**src/rtl/sui_pkg.sv**
```systemverilog
// sui_pkg: shared types, mode codes and defaults for the set union /
// intersection / difference block. No dependencies.
package sui_pkg;

	localparam int SET_DEPTH_DEF = 16;
	localparam int ID_BITS_DEF   = 16;
	localparam int QUEUE_DEPTH   = 2;
	localparam int ID_W          = 16;
	localparam int MODE_W        = 3;

	localparam logic [MODE_W-1:0] MODE_CLEAR  = 3'd0;
	localparam logic [MODE_W-1:0] MODE_ADD_A  = 3'd1;
	localparam logic [MODE_W-1:0] MODE_ADD_B  = 3'd2;
	localparam logic [MODE_W-1:0] MODE_UNION  = 3'd3;
	localparam logic [MODE_W-1:0] MODE_INTER  = 3'd4;
	localparam logic [MODE_W-1:0] MODE_A_DIFF = 3'd5;
	localparam logic [MODE_W-1:0] MODE_B_DIFF = 3'd6;

	typedef enum logic [2:0] {
		OP_CLEAR,
		OP_ADD_A,
		OP_ADD_B,
		OP_UNION,
		OP_INTER,
		OP_A_DIFF,
		OP_B_DIFF
	} cmd_op_t;

	typedef struct packed {
		logic [MODE_W-1:0] mode;
		logic [ID_W-1:0]   customer_id;
	} req_t;

	typedef struct packed {
		logic [ID_W-1:0] member_id;
		logic            empty_res;
		logic            last;
	} rsp_t;

	typedef struct packed {
		cmd_op_t         op;
		logic [ID_W-1:0] id;
	} cmd_t;

	typedef struct packed {
		logic valid;
		cmd_t cmd;
	} q_head_t;

	typedef enum logic [2:0] {
		ST_IDLE,
		ST_OUTER,
		ST_OLOAD,
		ST_SCAN,
		ST_EMIT,
		ST_FINISH
	} eng_state_t;

endpackage

```
**src/rtl/set_union_intersect_difference.sv**
```systemverilog
// set_union_intersect_difference: top level, front decoder, command queue
// and engine. Depends on sui_pkg, sui_front, sui_queue, sui_engine, sui_ram.
//
// The block keeps two ordered lists of identifiers, A and B, of up to
// SET_DEPTH entries each, in two small RAMs. A request item clears both
// lists, appends customer_id (kept to its low ID_BITS bits) to A or B, or
// asks for union, intersection, A minus B or B minus A; the unused mode is
// taken and ignored, and an append to a full list is dropped. Each query
// answers with one result item per member, the final one marked last; an
// empty answer is one item with empty_res set and member_id zero.
// Intersection repeats a member once per equal B entry and stops after
// 2*SET_DEPTH results. The front decodes request items into a two-entry
// command queue, so requests keep being taken, as long as the queue has
// room, while the engine works or while a result waits in the output
// register. For a query the engine walks one list in order and compares
// each entry against every entry of the other list (union walks A alone,
// then B against A): the engine makes one compare a cycle, reading the
// inner list one RAM entry per cycle. With two full lists union is the
// slowest query.
module set_union_intersect_difference #(
	parameter int SET_DEPTH = sui_pkg::SET_DEPTH_DEF,
	parameter int ID_BITS   = sui_pkg::ID_BITS_DEF
) (
	input  logic          clk,
	input  logic          arst_n,
	input  logic          req_valid,
	output logic          req_ready,
	input  sui_pkg::req_t req,
	output logic          rsp_valid,
	input  logic          rsp_ready,
	output sui_pkg::rsp_t rsp
);

	logic             push;
	logic             full;
	logic             pop;
	sui_pkg::cmd_t    cmd;
	sui_pkg::q_head_t head;

	// decode the mode; unused mode never reaches the queue
	sui_front u_front (
		.req_valid (req_valid),
		.req_ready (req_ready),
		.req       (req),
		.full      (full),
		.push      (push),
		.cmd       (cmd)
	);

	// decouples request acceptance from the long query scans
	sui_queue u_queue (
		.clk    (clk),
		.arst_n (arst_n),
		.push   (push),
		.wdata  (cmd),
		.full   (full),
		.pop    (pop),
		.head   (head)
	);

	// list storage, compare scan and result register
	sui_engine #(
		.SET_DEPTH (SET_DEPTH),
		.ID_BITS   (ID_BITS)
	) u_engine (
		.clk       (clk),
		.arst_n    (arst_n),
		.head      (head),
		.pop       (pop),
		.rsp_valid (rsp_valid),
		.rsp_ready (rsp_ready),
		.rsp       (rsp)
	);

endmodule

```
**src/rtl/sui_ram.sv**
```systemverilog
// sui_ram: generic single-write, single-read RAM with registered read data.
// No dependencies.
module sui_ram #(
	parameter int WIDTH = 16,
	parameter int DEPTH = 16
) (
	input  logic                                   clk,
	input  logic                                   we,
	input  logic [((DEPTH > 1) ? $clog2(DEPTH) : 1)-1:0] waddr,
	input  logic [WIDTH-1:0]                       wdata,
	input  logic [((DEPTH > 1) ? $clog2(DEPTH) : 1)-1:0] raddr,
	output logic [WIDTH-1:0]                       rdata
);

	logic [WIDTH-1:0] mem_q [DEPTH];

	always_ff @(posedge clk) begin
		if (we) begin
			mem_q[waddr] <= wdata;
		end
		rdata <= mem_q[raddr];
	end

endmodule

```
**src/rtl/sui_front.sv**
```systemverilog
// sui_front: accepts request items and decodes the mode into a command.
// Depends on sui_pkg.
module sui_front (
	input  logic          req_valid,
	output logic          req_ready,
	input  sui_pkg::req_t req,
	input  logic          full,
	output logic          push,
	output sui_pkg::cmd_t cmd
);

	logic keep;

	always_comb begin
		keep    = 1'b1;
		cmd.id  = req.customer_id;
		cmd.op  = sui_pkg::OP_CLEAR;
		case (req.mode)
			sui_pkg::MODE_CLEAR:  cmd.op = sui_pkg::OP_CLEAR;
			sui_pkg::MODE_ADD_A:  cmd.op = sui_pkg::OP_ADD_A;
			sui_pkg::MODE_ADD_B:  cmd.op = sui_pkg::OP_ADD_B;
			sui_pkg::MODE_UNION:  cmd.op = sui_pkg::OP_UNION;
			sui_pkg::MODE_INTER:  cmd.op = sui_pkg::OP_INTER;
			sui_pkg::MODE_A_DIFF: cmd.op = sui_pkg::OP_A_DIFF;
			sui_pkg::MODE_B_DIFF: cmd.op = sui_pkg::OP_B_DIFF;
			default: begin
				// unused mode: taken and dropped
				keep = 1'b0;
			end
		endcase
	end

	assign req_ready = !full;
	assign push      = req_valid && !full && keep;

endmodule

```
**src/rtl/sui_queue.sv**
```systemverilog
// sui_queue: short command FIFO between the front decoder and the engine.
// Depends on sui_pkg.
module sui_queue (
	input  logic             clk,
	input  logic             arst_n,
	input  logic             push,
	input  sui_pkg::cmd_t    wdata,
	output logic             full,
	input  logic             pop,
	output sui_pkg::q_head_t head
);

	localparam int DEPTH = sui_pkg::QUEUE_DEPTH;
	localparam int PW    = (DEPTH > 1) ? $clog2(DEPTH) : 1;
	localparam int CTW   = $clog2(DEPTH + 1);

	sui_pkg::cmd_t  mem_q [DEPTH];
	logic [PW-1:0]  wptr_q;
	logic [PW-1:0]  rptr_q;
	logic [CTW-1:0] cnt_q;
	logic           do_push;
	logic           do_pop;

	function automatic logic [PW-1:0] ptr_inc(input logic [PW-1:0] p);
		logic [PW-1:0] r;
		r = (p == PW'(DEPTH - 1)) ? '0 : p + PW'(1);
		return r;
	endfunction

	assign full       = (cnt_q == CTW'(DEPTH));
	assign head.valid = (cnt_q != '0);
	assign head.cmd   = mem_q[rptr_q];
	assign do_push    = push && !full;
	assign do_pop     = pop && head.valid;

	always_ff @(posedge clk) begin
		if (do_push) begin
			mem_q[wptr_q] <= wdata;
		end
	end

	always_ff @(posedge clk or negedge arst_n) begin
		if (!arst_n) begin
			wptr_q <= '0;
			rptr_q <= '0;
			cnt_q  <= '0;
		end else begin
			if (do_push) begin
				wptr_q <= ptr_inc(wptr_q);
			end
			if (do_pop) begin
				rptr_q <= ptr_inc(rptr_q);
			end
			if (do_push && !do_pop) begin
				cnt_q <= cnt_q + CTW'(1);
			end else if (do_pop && !do_push) begin
				cnt_q <= cnt_q - CTW'(1);
			end
		end
	end

endmodule

```
**src/rtl/sui_engine.sv**
```systemverilog
// sui_engine: executes commands against the two set RAMs, runs the
// compare scan for queries and drives the result register.
// Depends on sui_pkg and sui_ram.
module sui_engine #(
	parameter int SET_DEPTH = sui_pkg::SET_DEPTH_DEF,
	parameter int ID_BITS   = sui_pkg::ID_BITS_DEF
) (
	input  logic             clk,
	input  logic             arst_n,
	input  sui_pkg::q_head_t head,
	output logic             pop,
	output logic             rsp_valid,
	input  logic             rsp_ready,
	output sui_pkg::rsp_t    rsp
);

	localparam int AW      = (SET_DEPTH > 1) ? $clog2(SET_DEPTH) : 1;
	localparam int CW      = $clog2(SET_DEPTH + 1);
	localparam int SW      = (ID_BITS < sui_pkg::ID_W) ? ID_BITS : sui_pkg::ID_W;
	localparam int MAX_RES = 2 * SET_DEPTH;
	localparam int EW      = $clog2(MAX_RES + 1);

	sui_pkg::eng_state_t state_q, state_d;
	sui_pkg::cmd_op_t    op_q;
	logic [CW-1:0]       cnt_a_q, cnt_b_q;
	logic [CW-1:0]       i_q;
	logic [AW-1:0]       j_q;
	logic [CW-1:0]       match_q;
	logic [CW-1:0]       reps_q;
	logic [EW-1:0]       emit_q;
	logic [SW-1:0]       x_q;
	logic                hold_v_q;
	logic [SW-1:0]       hold_q;
	logic                rsp_v_q;
	sui_pkg::rsp_t       rsp_q;

	logic                outer_is_b;
	logic [CW-1:0]       n_outer, n_inner;
	logic [SW-1:0]       a_rdata, b_rdata, outer_data, inner_data;
	logic [CW-1:0]       match_nx;
	logic                scan_last;
	logic                cap;
	logic                out_free;
	logic                emit_go;
	logic                wr_a, wr_b;
	logic [AW-1:0]       oaddr, iaddr, a_raddr, b_raddr;
	logic                rsp_load;
	sui_pkg::rsp_t       rsp_d;

	// copies of the current element to emit for a given match count
	function automatic logic [CW-1:0] reps_of(input sui_pkg::cmd_op_t op,
	                                          input logic [CW-1:0] cnt);
		logic [CW-1:0] r;
		case (op)
			sui_pkg::OP_INTER: r = cnt;
			sui_pkg::OP_UNION: r = CW'(1);
			default:           r = (cnt == '0) ? CW'(1) : '0;
		endcase
		return r;
	endfunction

	assign outer_is_b = (op_q == sui_pkg::OP_B_DIFF);
	assign n_outer    = outer_is_b ? cnt_b_q : cnt_a_q;
	assign n_inner    = outer_is_b ? cnt_a_q : cnt_b_q;
	assign outer_data = outer_is_b ? b_rdata : a_rdata;
	assign inner_data = outer_is_b ? a_rdata : b_rdata;
	assign match_nx   = match_q + CW'(inner_data == x_q);
	assign scan_last  = ((CW'(j_q) + CW'(1)) == n_inner);
	assign cap        = (emit_q == EW'(MAX_RES));
	assign out_free   = !rsp_v_q || rsp_ready;
	assign emit_go    = (state_q == sui_pkg::ST_EMIT) && !cap && (reps_q != '0)
	                    && (!hold_v_q || out_free);

	// next state
	always_comb begin
		state_d = state_q;
		case (state_q)
			sui_pkg::ST_IDLE: begin
				if (head.valid && (head.cmd.op inside {sui_pkg::OP_UNION, sui_pkg::OP_INTER,
				                                       sui_pkg::OP_A_DIFF, sui_pkg::OP_B_DIFF})) begin
					state_d = sui_pkg::ST_OUTER;
				end
			end
			sui_pkg::ST_OUTER: begin
				if (i_q == n_outer) begin
					state_d = (op_q == sui_pkg::OP_UNION) ? sui_pkg::ST_OUTER
					                                      : sui_pkg::ST_FINISH;
				end else begin
					state_d = sui_pkg::ST_OLOAD;
				end
			end
			sui_pkg::ST_OLOAD: begin
				state_d = ((op_q == sui_pkg::OP_UNION) || (n_inner == '0))
				          ? sui_pkg::ST_EMIT : sui_pkg::ST_SCAN;
			end
			sui_pkg::ST_SCAN: begin
				if (scan_last) begin
					state_d = sui_pkg::ST_EMIT;
				end
			end
			sui_pkg::ST_EMIT: begin
				if (cap) begin
					state_d = sui_pkg::ST_FINISH;
				end else if (reps_q == '0) begin
					state_d = sui_pkg::ST_OUTER;
				end
			end
			sui_pkg::ST_FINISH: begin
				if (out_free) begin
					state_d = sui_pkg::ST_IDLE;
				end
			end
			default: state_d = sui_pkg::ST_IDLE;
		endcase
	end

	// control outputs
	always_comb begin
		pop   = (state_q == sui_pkg::ST_IDLE) && head.valid;
		wr_a  = pop && (head.cmd.op == sui_pkg::OP_ADD_A) && (cnt_a_q < CW'(SET_DEPTH));
		wr_b  = pop && (head.cmd.op == sui_pkg::OP_ADD_B) && (cnt_b_q < CW'(SET_DEPTH));
		oaddr = i_q[AW-1:0];
		iaddr = (state_q == sui_pkg::ST_SCAN) ? j_q + AW'(1) : '0;
		a_raddr = outer_is_b ? iaddr : oaddr;
		b_raddr = outer_is_b ? oaddr : iaddr;

		rsp_load = (emit_go && hold_v_q) || ((state_q == sui_pkg::ST_FINISH) && out_free);
		rsp_d.member_id = sui_pkg::ID_W'(hold_q);
		rsp_d.empty_res = 1'b0;
		rsp_d.last      = 1'b0;
		if (state_q == sui_pkg::ST_FINISH) begin
			rsp_d.last = 1'b1;
			if (!hold_v_q) begin
				rsp_d.member_id = '0;
				rsp_d.empty_res = 1'b1;
			end
		end
	end

	sui_ram #(.WIDTH(SW), .DEPTH(SET_DEPTH)) u_ram_a (
		.clk   (clk),
		.we    (wr_a),
		.waddr (cnt_a_q[AW-1:0]),
		.wdata (head.cmd.id[SW-1:0]),
		.raddr (a_raddr),
		.rdata (a_rdata)
	);

	sui_ram #(.WIDTH(SW), .DEPTH(SET_DEPTH)) u_ram_b (
		.clk   (clk),
		.we    (wr_b),
		.waddr (cnt_b_q[AW-1:0]),
		.wdata (head.cmd.id[SW-1:0]),
		.raddr (b_raddr),
		.rdata (b_rdata)
	);

	// payload registers
	always_ff @(posedge clk) begin
		if (state_q == sui_pkg::ST_OLOAD) begin
			x_q <= outer_data;
		end
		if (emit_go) begin
			hold_q <= x_q;
		end
		if (rsp_load) begin
			rsp_q <= rsp_d;
		end
	end

	// control registers
	always_ff @(posedge clk or negedge arst_n) begin
		if (!arst_n) begin
			state_q  <= sui_pkg::ST_IDLE;
			op_q     <= sui_pkg::OP_UNION;
			cnt_a_q  <= '0;
			cnt_b_q  <= '0;
			i_q      <= '0;
			j_q      <= '0;
			match_q  <= '0;
			reps_q   <= '0;
			emit_q   <= '0;
			hold_v_q <= 1'b0;
			rsp_v_q  <= 1'b0;
		end else begin
			state_q <= state_d;
			case (state_q)
				sui_pkg::ST_IDLE: begin
					if (pop) begin
						if (head.cmd.op == sui_pkg::OP_CLEAR) begin
							cnt_a_q <= '0;
							cnt_b_q <= '0;
						end
						if (wr_a) begin
							cnt_a_q <= cnt_a_q + CW'(1);
						end
						if (wr_b) begin
							cnt_b_q <= cnt_b_q + CW'(1);
						end
						op_q   <= head.cmd.op;
						i_q    <= '0;
						emit_q <= '0;
					end
				end
				sui_pkg::ST_OUTER: begin
					// union: after all of A, continue as B minus A
					if ((i_q == n_outer) && (op_q == sui_pkg::OP_UNION)) begin
						op_q <= sui_pkg::OP_B_DIFF;
						i_q  <= '0;
					end
				end
				sui_pkg::ST_OLOAD: begin
					match_q <= '0;
					j_q     <= '0;
					reps_q  <= reps_of(op_q, '0);
				end
				sui_pkg::ST_SCAN: begin
					match_q <= match_nx;
					j_q     <= j_q + AW'(1);
					if (scan_last) begin
						reps_q <= reps_of(op_q, match_nx);
					end
				end
				sui_pkg::ST_EMIT: begin
					if (emit_go) begin
						hold_v_q <= 1'b1;
						reps_q   <= reps_q - CW'(1);
						emit_q   <= emit_q + EW'(1);
					end else if (!cap && (reps_q == '0)) begin
						i_q <= i_q + CW'(1);
					end
				end
				sui_pkg::ST_FINISH: begin
					if (out_free) begin
						hold_v_q <= 1'b0;
					end
				end
				default: ;
			endcase

			if (rsp_load) begin
				rsp_v_q <= 1'b1;
			end else if (rsp_ready) begin
				rsp_v_q <= 1'b0;
			end
		end
	end

	assign rsp_valid = rsp_v_q;
	assign rsp       = rsp_q;

endmodule

```
**config.mk**
```make
export PLATFORM = sky130hd
export DESIGN_NAME = set_union_intersect_difference
export DESIGN_NICKNAME = d
export VERILOG_FILES = /design/src/rtl/sui_pkg.sv /design/src/rtl/set_union_intersect_difference.sv /design/src/rtl/sui_ram.sv /design/src/rtl/sui_front.sv /design/src/rtl/sui_queue.sv /design/src/rtl/sui_engine.sv
export SDC_FILE = /design/constraint.sdc
export NUM_CORES = 1
export LEC_CHECK = 0
export BUFFER_PORTS_ARGS = -buffer_cell sky130_fd_sc_hd__buf_4
export CAP_MARGIN = 30
export CORE_AREA = 2 2 240 336
export DETAILED_ROUTE_END_ITERATION = 7
export DIE_AREA = 0 0 242 338
export HOLD_SLACK_MARGIN = 0.02
export PLACE_DENSITY = 0.59
export RECOVER_POWER = 25
export REMOVE_ABC_BUFFERS = 1
export SLEW_MARGIN = 10
export SYNTH_ARGS = -nofsm -noshare
export SYNTH_HDL_FRONTEND = slang
export SYNTH_SLANG_ARGS = --single-unit
export TNS_END_PERCENT = 30
```
**constraint.sdc**
```tcl
create_clock -name clk -period 4 [get_ports clk]
set_clock_uncertainty 0.2 [all_clocks]
set_input_delay 0.2 -clock clk [delete_from_list [all_inputs] [get_ports clk]]
set_output_delay 0.2 -clock clk [all_outputs]
set_load 0.01 [all_outputs]
```
==> results of run 1 <==
## power by group
group          internal [W]  switching, W  leakage (nW)
sequential          0.00905      0.000514          6.30
clock               0.00347       0.00252          1.00
combinational       0.00127       0.00259          3.39
## synthesized netlist by cell type (4+ instances only)
library cell and number:
a211oi_1 66, a21oi_1 28, a221oi_1 16, a22o_1 6, a2bb2oi_1 16, and2_1 22
and3_1 8, and3b_1 4, buf_1 5, buf_2 32, buf_4 13, clkbuf_1 34
dfrtp_1 45, dfxtp_1 32, edfxtp_1 600, ha_1 16, inv_1 15, mux2_2 36
mux2i_1 137, mux4_2 32, nand2_1 189, nand2b_1 14, nand3_1 30, nand4_1 10
nor2_1 54, nor2b_1 53, nor3_1 11, nor3b_1 4, nor4_1 5, o211ai_1 12
o21ai_0 16, o21ai_1 4, o22ai_1 35, o31ai_1 5, or4_1 17, xnor2_1 13
xor2_1 30
## cell families (layout without fill, tap and decap cells)
kind of cell             Yosys count  count (layout)  share of synthesized area [%]
flip-flops                       679             679                           72.5
AND/OR/NAND/NOR                  441             441                           8.04
AO/OA/AOI/OAI                    234             234                           6.20
multiplexers                     208             208                           9.31
buffers and inverters            102             274                           1.81
XOR/XNOR                          43              43                           1.38
adder cells (fa/ha/maj)           16              16                          0.732
## worst min path at each step
stage	endpoint	slack (ns)	cells after the start
global route	u_queue.mem_q[0][11]	0.12	2
CTS	u_queue.mem_q[0][1]	0.07	2
detailed placement	u_queue.wptr_q	0.07	1
floorplan	u_engine.cnt_a_q[0]	-0.30	0
global placement	u_queue.wptr_q	0.06	1
finish	u_queue.mem_q[1][0]	0.13	2
## metrics by stage
stage                     power [W]  utilization [%]  area (um2)
after global routing         0.0203             40.1       31600
after global placement       0.0136             37.2       29300
final                        0.0194             40.1       31600
after detailed placement     0.0137             37.3       29400
after CTS                    0.0197             40.3       31700
after floorplan              0.0119                -       26900
## flip-flops by register name, summed over array words and instances, names as in the netlist, 5 cells and up
name	count
u_engine.cnt_a_q	5
u_engine.cnt_b_q	5
u_engine.emit_q	6
u_engine.hold_q	16
u_engine.i_q	5
u_engine.match_q	5
u_engine.reps_q	5
u_engine.rsp	18
u_engine.u_ram_a.mem_q	256
u_engine.u_ram_a.rdata	16
u_engine.u_ram_b.mem_q	256
u_engine.u_ram_b.rdata	16
u_engine.x_q	16
u_queue.mem_q	38
## layer usage
metal,track usage [%],up-vias,share of wire (%)
li1,-,6887,-
met1,17.6,7584,39
met2,29.4,247,54
met3,1.97,88,3.1
met4,5.15,0,2.9
met5,0,-,0
## final cells by class
class,instances,share of cell area (%)
clock inverter,29,1.03
inverter,15,0.178
timing repair buffer,150,3.84
sequential,679,62.8
multi-input combinational,942,22.5
clock buffer,80,5.48
tap,1054,4.17
## worst max-delay path, stage by stage, from the launching register on
cell and delay, ns:
dfstp_2 0.58, and3b_2 0.25, buf_12 0.17, mux2i_1 0.19, xor2_1 0.17, nand4_1 0.14, nor4_2 0.34, ha_1 0.23
ha_1 0.20, nand3_1 0.13, xnor2_2 0.20, nor4_1 0.07, a2111oi_1 0.41, o22ai_1 0.14, mux2_1 0.30
## repair_timing
item	in CTS	in global routing
pin swaps	0	1
gates resized for setup	1	2
hold buffers	26	0
endpoints found under the hold margin	92	0
setup endpoints to repair	1	1
==> qor.yml, run 1 <==
hold_slack_ns: 0.129
finalCriticalPeriod_ns: 3.83
globalRouteTotalUtil_pct: 15.4
rsz0062_at_grt: "no"
maxCapViolCount: 1
cts_tree: "done"
setup_viol: 0
multi_input_area_um2: 7120
route.vias.total: 14806
synth_edf_count: 600
htree_levels: 2
syn-cell-area_um2: 27300
worstSetupPathType: "flop to flop"
ys.warnings.count: 0
cellPowerDensity_nw_per_um2: 615
final_max_slew_viol_count: 46
firstDrtPassIters: 5
pre_cts_ws_ns: -0.00909
peakVddDrop_mv: 0.444
reg2reg_slack_ns: 0.17
start_kind: "flop"
drc: 0
fin_ws_ns: 0.169
die_y_um: 338
die_w_um: 242
totalNegativeSetupSlack_ns: 0
ys.flop_type: "edfxtp_1"
fin_crit_sh_pct: 95.8
wl_um: 63200
clk_path_buf_depth: 3
r2r_cells: 14
seq_area_um2: 19800
ys_async_sr_fraction_pct: 6.92
first_global_vias: 15073
nets: 1886
fp.coreArea_um2: 78800
start_util_pct: 34.7
end_kind: "flop"
cts_root_buf: "clkbuf_16"
die-area_um2: 81800
cts.clk_slew.worst_paths_ns: 0.07
final_common_cell: "edfxtp_1"
most-common-layout-cells: "edfxtp_1, nand2_1, mux2i_1, buf_4, a211oi_1"
clock_latency_ns: 0.64
grt_overflow: 0
tightestPinTransition_ns: 2.25
dp_cells: 2814
fin_cells: 2949
r2r_end: "u_engine.reps_q[0]"
status: "finished, violations left"
place.detailed.hpwl_um: 41100
netlist_top_cells_area: "edfxtp_1, mux2i_1, dfrtp_1"
area_growth_pct: 15.6
failed_checks: "capacitance limit, slew limit"
numCtsBuffers: 59
n_fill_cell: 7193
num_rows: 122
relSlewSlack_pct: -49.7
grt_antenna_before_repair: 0
required_ns: 4.32
post_cts_buffers: 0
min_path_type: "primary input to flop"
yosys.area.top_type_share_pct: 65.9
hold_start: "req[0]"
synth_seq_cells: 679
grt_pass1_wl_um: 94900
hold_violations: 0
cp-endpoint: "u_engine.reps_q[0]"
yosys.area.top_type: "edfxtp_1"
grt_max_degree: 65
layout-drive-gt1-share_pct: 14.9
drt-initial-drc-count: 904
arrival_ns: 4.16
io_pins: 43
path_max_fanout: 27
fmax_mhz: 261
netlist_instances: 1723
timing.rr.start: "u_engine.op_q[0]"
ant_nets: 0
place.gp.congestion: 0.853
cts_num_sinks: 679
antenna_cells: 0
power_leakage_nw: 10.7
yosys.cell_types.count: 77
ys_seq_area_share_pct: 72.5
wl_per_cell_um: 21.4
io_buffers: 42
avgViaCountPerCell: 5.02
avgSynthCellArea_um2: 15.9
setup.worst_path.start: "u_engine.op_q[0]"
Note: power is estimated with default switching activity, not from simulation.
==> inputs of run 2 (changes only) <==
- RECOVER_POWER: 25 -> default
==> run 2 against run 1 <==
Against the previous run: the flow now finishes without violations; die area unchanged; non-clock buffer count unchanged; combinational power increased by 2%; highest routed layer unchanged; setup slack got worse by 0.0016 ns; critical path depth unchanged; first-iteration DRC count increased by 6.3%; cell area increased by 0.39%; core utilization increased by 0.16 points; via count increased by 0.20%; clock power about the same.
==> qor.yml, run 2 (synthesis results as in run 1) <==
io_pins: 43  # unchanged
globalRouteTotalUtil_pct: 15.4  # unchanged
status: "completed"  # was finished, violations left
wl_per_cell_um: 21.5  # was 21.4 um
rsz0062_at_grt: "no"  # unchanged
place.gp.congestion: 0.853  # unchanged
fin_crit_sh_pct: 95.8  # about the same
htree_levels: 2  # unchanged
r2r_end: "u_engine.reps_q[0]"  # unchanged
final_common_cell: "edfxtp_1"  # unchanged
firstDrtPassIters: 7  # was 5
place.detailed.hpwl_um: 41100  # unchanged
relSlewSlack_pct: 38.9  # was -49.7%
io_buffers: 42  # unchanged
hold_start: "req[0]"  # unchanged
required_ns: 4.32  # about the same
final_max_slew_viol_count: 0  # was 46
tightestPinTransition_ns: 0.917  # was 2.25 ns
cts.clk_slew.worst_paths_ns: 0.07  # about the same
cts_tree: "done"  # unchanged
setup_viol: 0  # unchanged
cp-endpoint: "u_engine.reps_q[0]"  # unchanged
hold_violations: 0  # unchanged
cts_num_sinks: 679  # unchanged
worstSetupPathType: "flop to flop"  # unchanged
min_path_type: "primary input to flop"  # unchanged
maxCapViolCount: 0  # was 1
cp_common_cell: "ha_1"  # unchanged
layout-drive-gt1-share_pct: 16.8  # was 14.9%
cts_root_buf: "clkbuf_16"  # unchanged
route.vias.total: 14835  # about the same
die-area_um2: 81800  # unchanged
critPathSlowestCell: "dfstp_2"  # unchanged
r2r_cells: 14  # unchanged
grt_antenna_before_repair: 0  # unchanged
power_leakage_nw: 10.8  # was 10.7 nW
drt-initial-drc-count: 961  # was 904
setup.worst_path.start: "u_engine.op_q[0]"  # unchanged
path_max_fanout: 27  # unchanged
crit_cells: 14  # unchanged
first_global_vias: 15073  # unchanged
path_cells: "and3b_2 > buf_12 > mux2i_1 > xor2_1 > nand4_1 > nor4_2 > ha_1 > ha_1 > nand3_1 > xnor2_2 > nor4_1 > a2111oi_1 > o22ai_1 > mux2_1"  # unchanged
clock_latency_ns: 0.64  # about the same
wl_met3_um: 1900  # was 1980 um
reg2reg_slack_ns: 0.17  # about the same
drc: 0  # unchanged
wl_um: 63300  # was 63200 um
seq_area_um2: 19800  # unchanged
finalCriticalPeriod_ns: 3.83  # about the same
n_fill_cell: 7163  # was 7193
totalNegativeSetupSlack_ns: 0  # unchanged
multi_input_area_um2: 7120  # unchanged
start_kind: "flop"  # unchanged
num_rows: 122  # unchanged
fp.coreArea_um2: 78800  # unchanged
crit_family: "simple AND/OR/NAND/NOR gates"  # unchanged
area_growth_pct: 16.0  # was 15.6%
numCtsBuffers: 59  # unchanged
routed-wl-met2_um: 34500  # was 34400 um
reg.largest.list: "u_engine.u_ram_a.mem_q x256, u_engine.u_ram_b.mem_q x256, u_queue.mem_q x38"  # unchanged
critPathMaxStageDelay_ns: 0.58  # about the same
fin_util_pct: 40.3  # was 40.1%
m1WireLength_um: 25000  # about the same
start_util_pct: 34.7  # unchanged
end_kind: "flop"  # unchanged
cellPowerDensity_nw_per_um2: 614  # was 615 nW/um2
ant_nets: 0  # unchanged
antenna_cells: 0  # unchanged
grt_max_degree: 65  # unchanged
die_w_um: 242  # unchanged
grt_overflow: 0  # unchanged
fmax_mhz: 261  # about the same
peakVddDrop_mv: 0.446  # was 0.444 mV
post_cts_buffers: 0  # unchanged
timing.rr.start: "u_engine.op_q[0]"  # unchanged
arrival_ns: 4.16  # about the same
crit_buf_inv: 1  # unchanged
grt_pass1_wl_um: 94900  # unchanged
route.top_layer_used: "met4"  # unchanged
most-common-layout-cells: "edfxtp_1, nand2_1, mux2i_1, buf_4, a211oi_1"  # unchanged
avgViaCountPerCell: 5.03  # was 5.02
nets: 1886  # unchanged
die_y_um: 338  # unchanged
clk_path_buf_depth: 3  # unchanged
## run 2: timing repair
item / 4_1_cts / 5_1_grt
pin swaps: 0 / 1
setup endpoints to repair: 1 / 1
resized for setup: 1 / 2
endpoints found under the hold margin: 92 / 0
hold buffers: 26 / 0
## run 2: worst min-delay path by stage
| stage | slack, ns | to | cells past startpoint |
|---|---|---|---|
| after detailed placement | 0.07 | u_queue.wptr_q | 1 |
| final | 0.11 | u_queue.mem_q[1][0] | 2 |
| after global placement | 0.06 | u_queue.wptr_q | 1 |
| after CTS | 0.07 | u_queue.mem_q[0][1] | 2 |
| after floorplan | -0.30 | u_engine.cnt_a_q[0] | 0 |
| after global routing | 0.09 | u_queue.mem_q[0][15] | 2 |
## run 2: cell type report
class	instances	share of cell area [%]
Clock buffer	80	5.45
Clock inverter	29	1.03
Inverter	15	0.177
Multi-Input combinational cell	942	22.4
Sequential cell	679	62.5
Tap cell	1054	4.16
Timing Repair Buffer	150	4.21
## run 2: power by group
| part | internal [W] | switching [W] | total, W | leakage [nW] |
|---|---|---|---|---|
| registers | 0.00904 | 0.000515 | 0.00955 | 6.30 |
| logic | 0.00135 | 0.00259 | 0.00394 | 3.50 |
| clock network | 0.00347 | 0.00253 | 0.00600 | 1.00 |
## run 2: metal layers
layer | vias up | GRT usage (%)
li1 | 6881 | -
met1 | 7631 | 17.6
met2 | 235 | 29.4
met3 | 88 | 1.97
met4 | 0 | 5.15
met5 | - | 0
## run 2: per-stage QoR
stage          instances  instance area [um2]  hold WS (ns)  power [W]  setup WS (ns)
2_1_floorplan       1636                26900        -0.296     0.0119          -5.42
3_3_place_gp        2812                29300        0.0553     0.0136         0.0768
3_5_place_dp        2814                29400        0.0705     0.0137       -0.00909
4_1_cts             2949                31700        0.0721     0.0197         0.0412
5_1_grt             2949                31700        0.0944     0.0203         0.0127
6_report            2949                31700         0.108     0.0195          0.168
==> inputs of run 3 (changes only) <==
- CORE_AREA: 2 2 240 336 -> 2 2 259 363
- DIE_AREA: 0 0 242 338 -> 0 0 261 365
- MAX_ROUTING_LAYER: default -> met4
- PLACE_DENSITY: 0.59 -> 0.53
==> run 3 against run 2 <==
Against the previous run: non-clock buffer count increased by 19; sequential power is 0.7% higher; die area up 16%; wire length increased by 7.6%; global-route usage is 0.72 points lower; cell area up 1.0%; worst hold slack got worse by 0.024 ns; clock power shrank 3.5%; cell count up 5.8%; critical path depth unchanged; sequential share of layout area down 0.63 points; total power is 0.14% lower; critical path type unchanged.
==> qor.yml, run 3 (synthesis results as in run 1) <==
critPathMaxStageDelay_ns: 0.56  # was 0.58 ns
nets: 1906  # was 1886
setup.worst_path.start: "u_engine.op_q[1]"  # was u_engine.op_q[0]
firstDrtPassIters: 7  # unchanged
cts_root_buf: "clkbuf_16"  # unchanged
globalRouteTotalUtil_pct: 14.7  # was 15.4%
grt_antenna_before_repair: 0  # unchanged
ant_nets: 0  # unchanged
grt_max_degree: 65  # unchanged
finalCriticalPeriod_ns: 3.79  # was 3.83 ns
fin_crit_sh_pct: 94.7  # was 95.8%
drt-initial-drc-count: 944  # was 961
drc: 0  # unchanged
timing.rr.start: "u_engine.op_q[1]"  # was u_engine.op_q[0]
path_cells: "and3b_2 > buf_12 > mux2i_1 > xor2_1 > nand4_1 > nor4_4 > ha_2 > ha_4 > nand3_2 > xnor2_2 > nor4_2 > a2111oi_2 > o22ai_1 > mux2_4"  # was and3b_2 > buf_12 > mux2i_1 > xor2_1 > nand4_1 > nor4_2 > ha_1 > ha_1 > nand3_1 > xnor2_2 > nor4_1 > a2111oi_1 > o22ai_1 > mux2_1
crit_buf_inv: 1  # unchanged
place.detailed.hpwl_um: 43700  # was 41100 um
status: "completed"  # unchanged
crit_cells: 14  # unchanged
final_max_slew_viol_count: 0  # unchanged
pre_cts_ws_ns: -0.178  # was -0.00909 ns
reg.largest.list: "u_engine.u_ram_a.mem_q x256, u_engine.u_ram_b.mem_q x256, u_queue.mem_q x38"  # unchanged
required_ns: 4.33  # was 4.32 ns
final_area_um2: 32000  # was 31700 um2
antenna_cells: 0  # unchanged
multi_input_area_um2: 7180  # was 7120 um2
place.gp.congestion: 0.850  # was 0.853
cts.clk_slew.worst_paths_ns: 0.07  # about the same
busiest_layer: "met2"  # unchanged
seq_area_um2: 19800  # unchanged
crit_family: "simple AND/OR/NAND/NOR gates"  # unchanged
cts_num_sinks: 679  # unchanged
avgViaCountPerCell: 4.80  # was 5.03
die_y_um: 365  # was 338 um
io_buffers: 42  # unchanged
arrival_ns: 4.12  # was 4.16 ns
start_kind: "flop"  # unchanged
post_dp_cell_area_um2: 29600  # was 29400 um2
first_global_vias: 15324  # was 15.1k
area_growth_pct: 17.2  # was 16.0%
r2r_cells: 14  # unchanged
die_w_um: 261  # was 242 um
worstSetupPathType: "flop to flop"  # unchanged
cellPowerDensity_nw_per_um2: 607  # was 614 nW/um2
critPathSlowestCell: "dfstp_2"  # unchanged
fmax_mhz: 264  # was 261 MHz
htree_levels: 2  # unchanged
peakVddDrop_mv: 0.411  # was 0.446 mV
most-common-layout-cells: "edfxtp_1, nand2_1, mux2i_1, buf_4, a211oi_1"  # unchanged
final_common_cell: "edfxtp_1"  # unchanged
die-area_um2: 95300  # was 81800 um2
cp-endpoint: "u_engine.reps_q[0]"  # unchanged
reg2reg_slack_ns: 0.21  # was 0.17 ns
grt_use_met2_pct: 26.5  # was 29.4%
wl_um: 68100  # was 63300 um
grt_overflow: 0  # unchanged
relSlewSlack_pct: 35.9  # was 38.9%
grt_pass1_wl_um: 101000  # was 94900 um
maxCapViolCount: 0  # unchanged
setup_viol: 0  # unchanged
min_path_type: "primary input to flop"  # unchanged
n_fill_cell: 8780  # was 7163
grt_util_met3_pct: 1.65  # was 1.97%
start_util_pct: 29.7  # was 34.7%
tightestPinTransition_ns: 0.962  # was 0.917 ns
hold_violations: 0  # unchanged
end_kind: "flop"  # unchanged
route.vias.total: 14985  # was 14.8k
cts_tree: "done"  # unchanged
wl_per_cell_um: 21.8  # was 21.5 um
clock_latency_ns: 0.65  # was 0.64 ns
num_rows: 132  # was 122
fp.coreArea_um2: 92200  # was 78800 um2
path_max_fanout: 7  # was 27
clk_path_buf_depth: 3  # unchanged
r2r_end: "u_engine.reps_q[0]"  # unchanged
numCtsBuffers: 60  # was 59
use_met1_pct: 16.5  # was 17.6%
power_leakage_nw: 10.9  # was 10.8 nW
fin_ws_ns: 0.213  # was 0.168 ns
layout-drive-gt1-share_pct: 17.8  # was 16.8%
io_pins: 43  # unchanged
[run 3: area by class of cell]
type	instances	area share, %
flip-flops and latches	679	61.9
multi-input cells	942	22.4
clock buffers	76	5.03
repair buffers	169	4.74
well taps	1206	4.71
clock inverters	32	1.05
inverters	15	0.176
[run 3: timing repair]
action	in CTS	in global routing
hold buffers	26	0
endpoints found under the setup margin	1	1
endpoints found under the hold margin	91	0
resized for setup	3	15
cloned	0	3
pin swaps	1	8
setup buffers	0	8
[run 3: power by group]
group          switching (W)  internal (W)
logic                0.00262       0.00144
clock network        0.00261       0.00318
registers           0.000578       0.00904
total                0.00581        0.0137
[run 3: metal layers]
| layer | vias up | part of all wire (%) | wire length, um |
|---|---|---|---|
| met3 | 92 | 3.2 | 2180 |
| met1 | 7719 | 39 | 26700 |
| met4 | 0 | 3.5 | 2350 |
| met2 | 257 | 54 | 36800 |
| li1 | 6917 | - | - |
| met5 | - | 0 | 0 |
[run 3: worst min-delay path by stage]
stage               startpoint  slack (ns)  cells after the start                   end
floorplan               arst_n       -0.30                      0   u_engine.cnt_a_q[0]
global placement        arst_n        0.07                      1        u_queue.wptr_q
detailed placement      arst_n        0.08                      1        u_queue.wptr_q
CTS                     req[0]        0.05                      2   u_queue.mem_q[1][0]
global route            req[4]        0.06                      2   u_queue.mem_q[1][4]
finish                 req[14]        0.08                      2  u_queue.mem_q[0][14]
[run 3: stage by stage]
step	power (W)	hold WS [ns]	instances	TNS, ns	utilization, %
after floorplan	0.0119	-0.296	1636	-167.21	-
after global placement	0.0136	0.0688	2972	0	32.1
after detailed placement	0.0137	0.0832	2972	-0.178	32.1
after CTS	0.0196	0.0465	3106	0	34.5
after global routing	0.0203	0.0608	3119	-0.0342	34.8
final	0.0195	0.0833	3119	0	34.8
[run 3: worst register-to-register path: cells and delay by family (launching register included)]
family                     cells  cell delay [ns]
adders and majority gates      2             0.40
muxes                          2             0.49
and+or+nand+nor                5             0.95
xor gates and xnor gates       2             0.43
AOI/OAI and AO/OA              2             0.50
buffers and inverters          1             0.15
DFF                            1             0.56
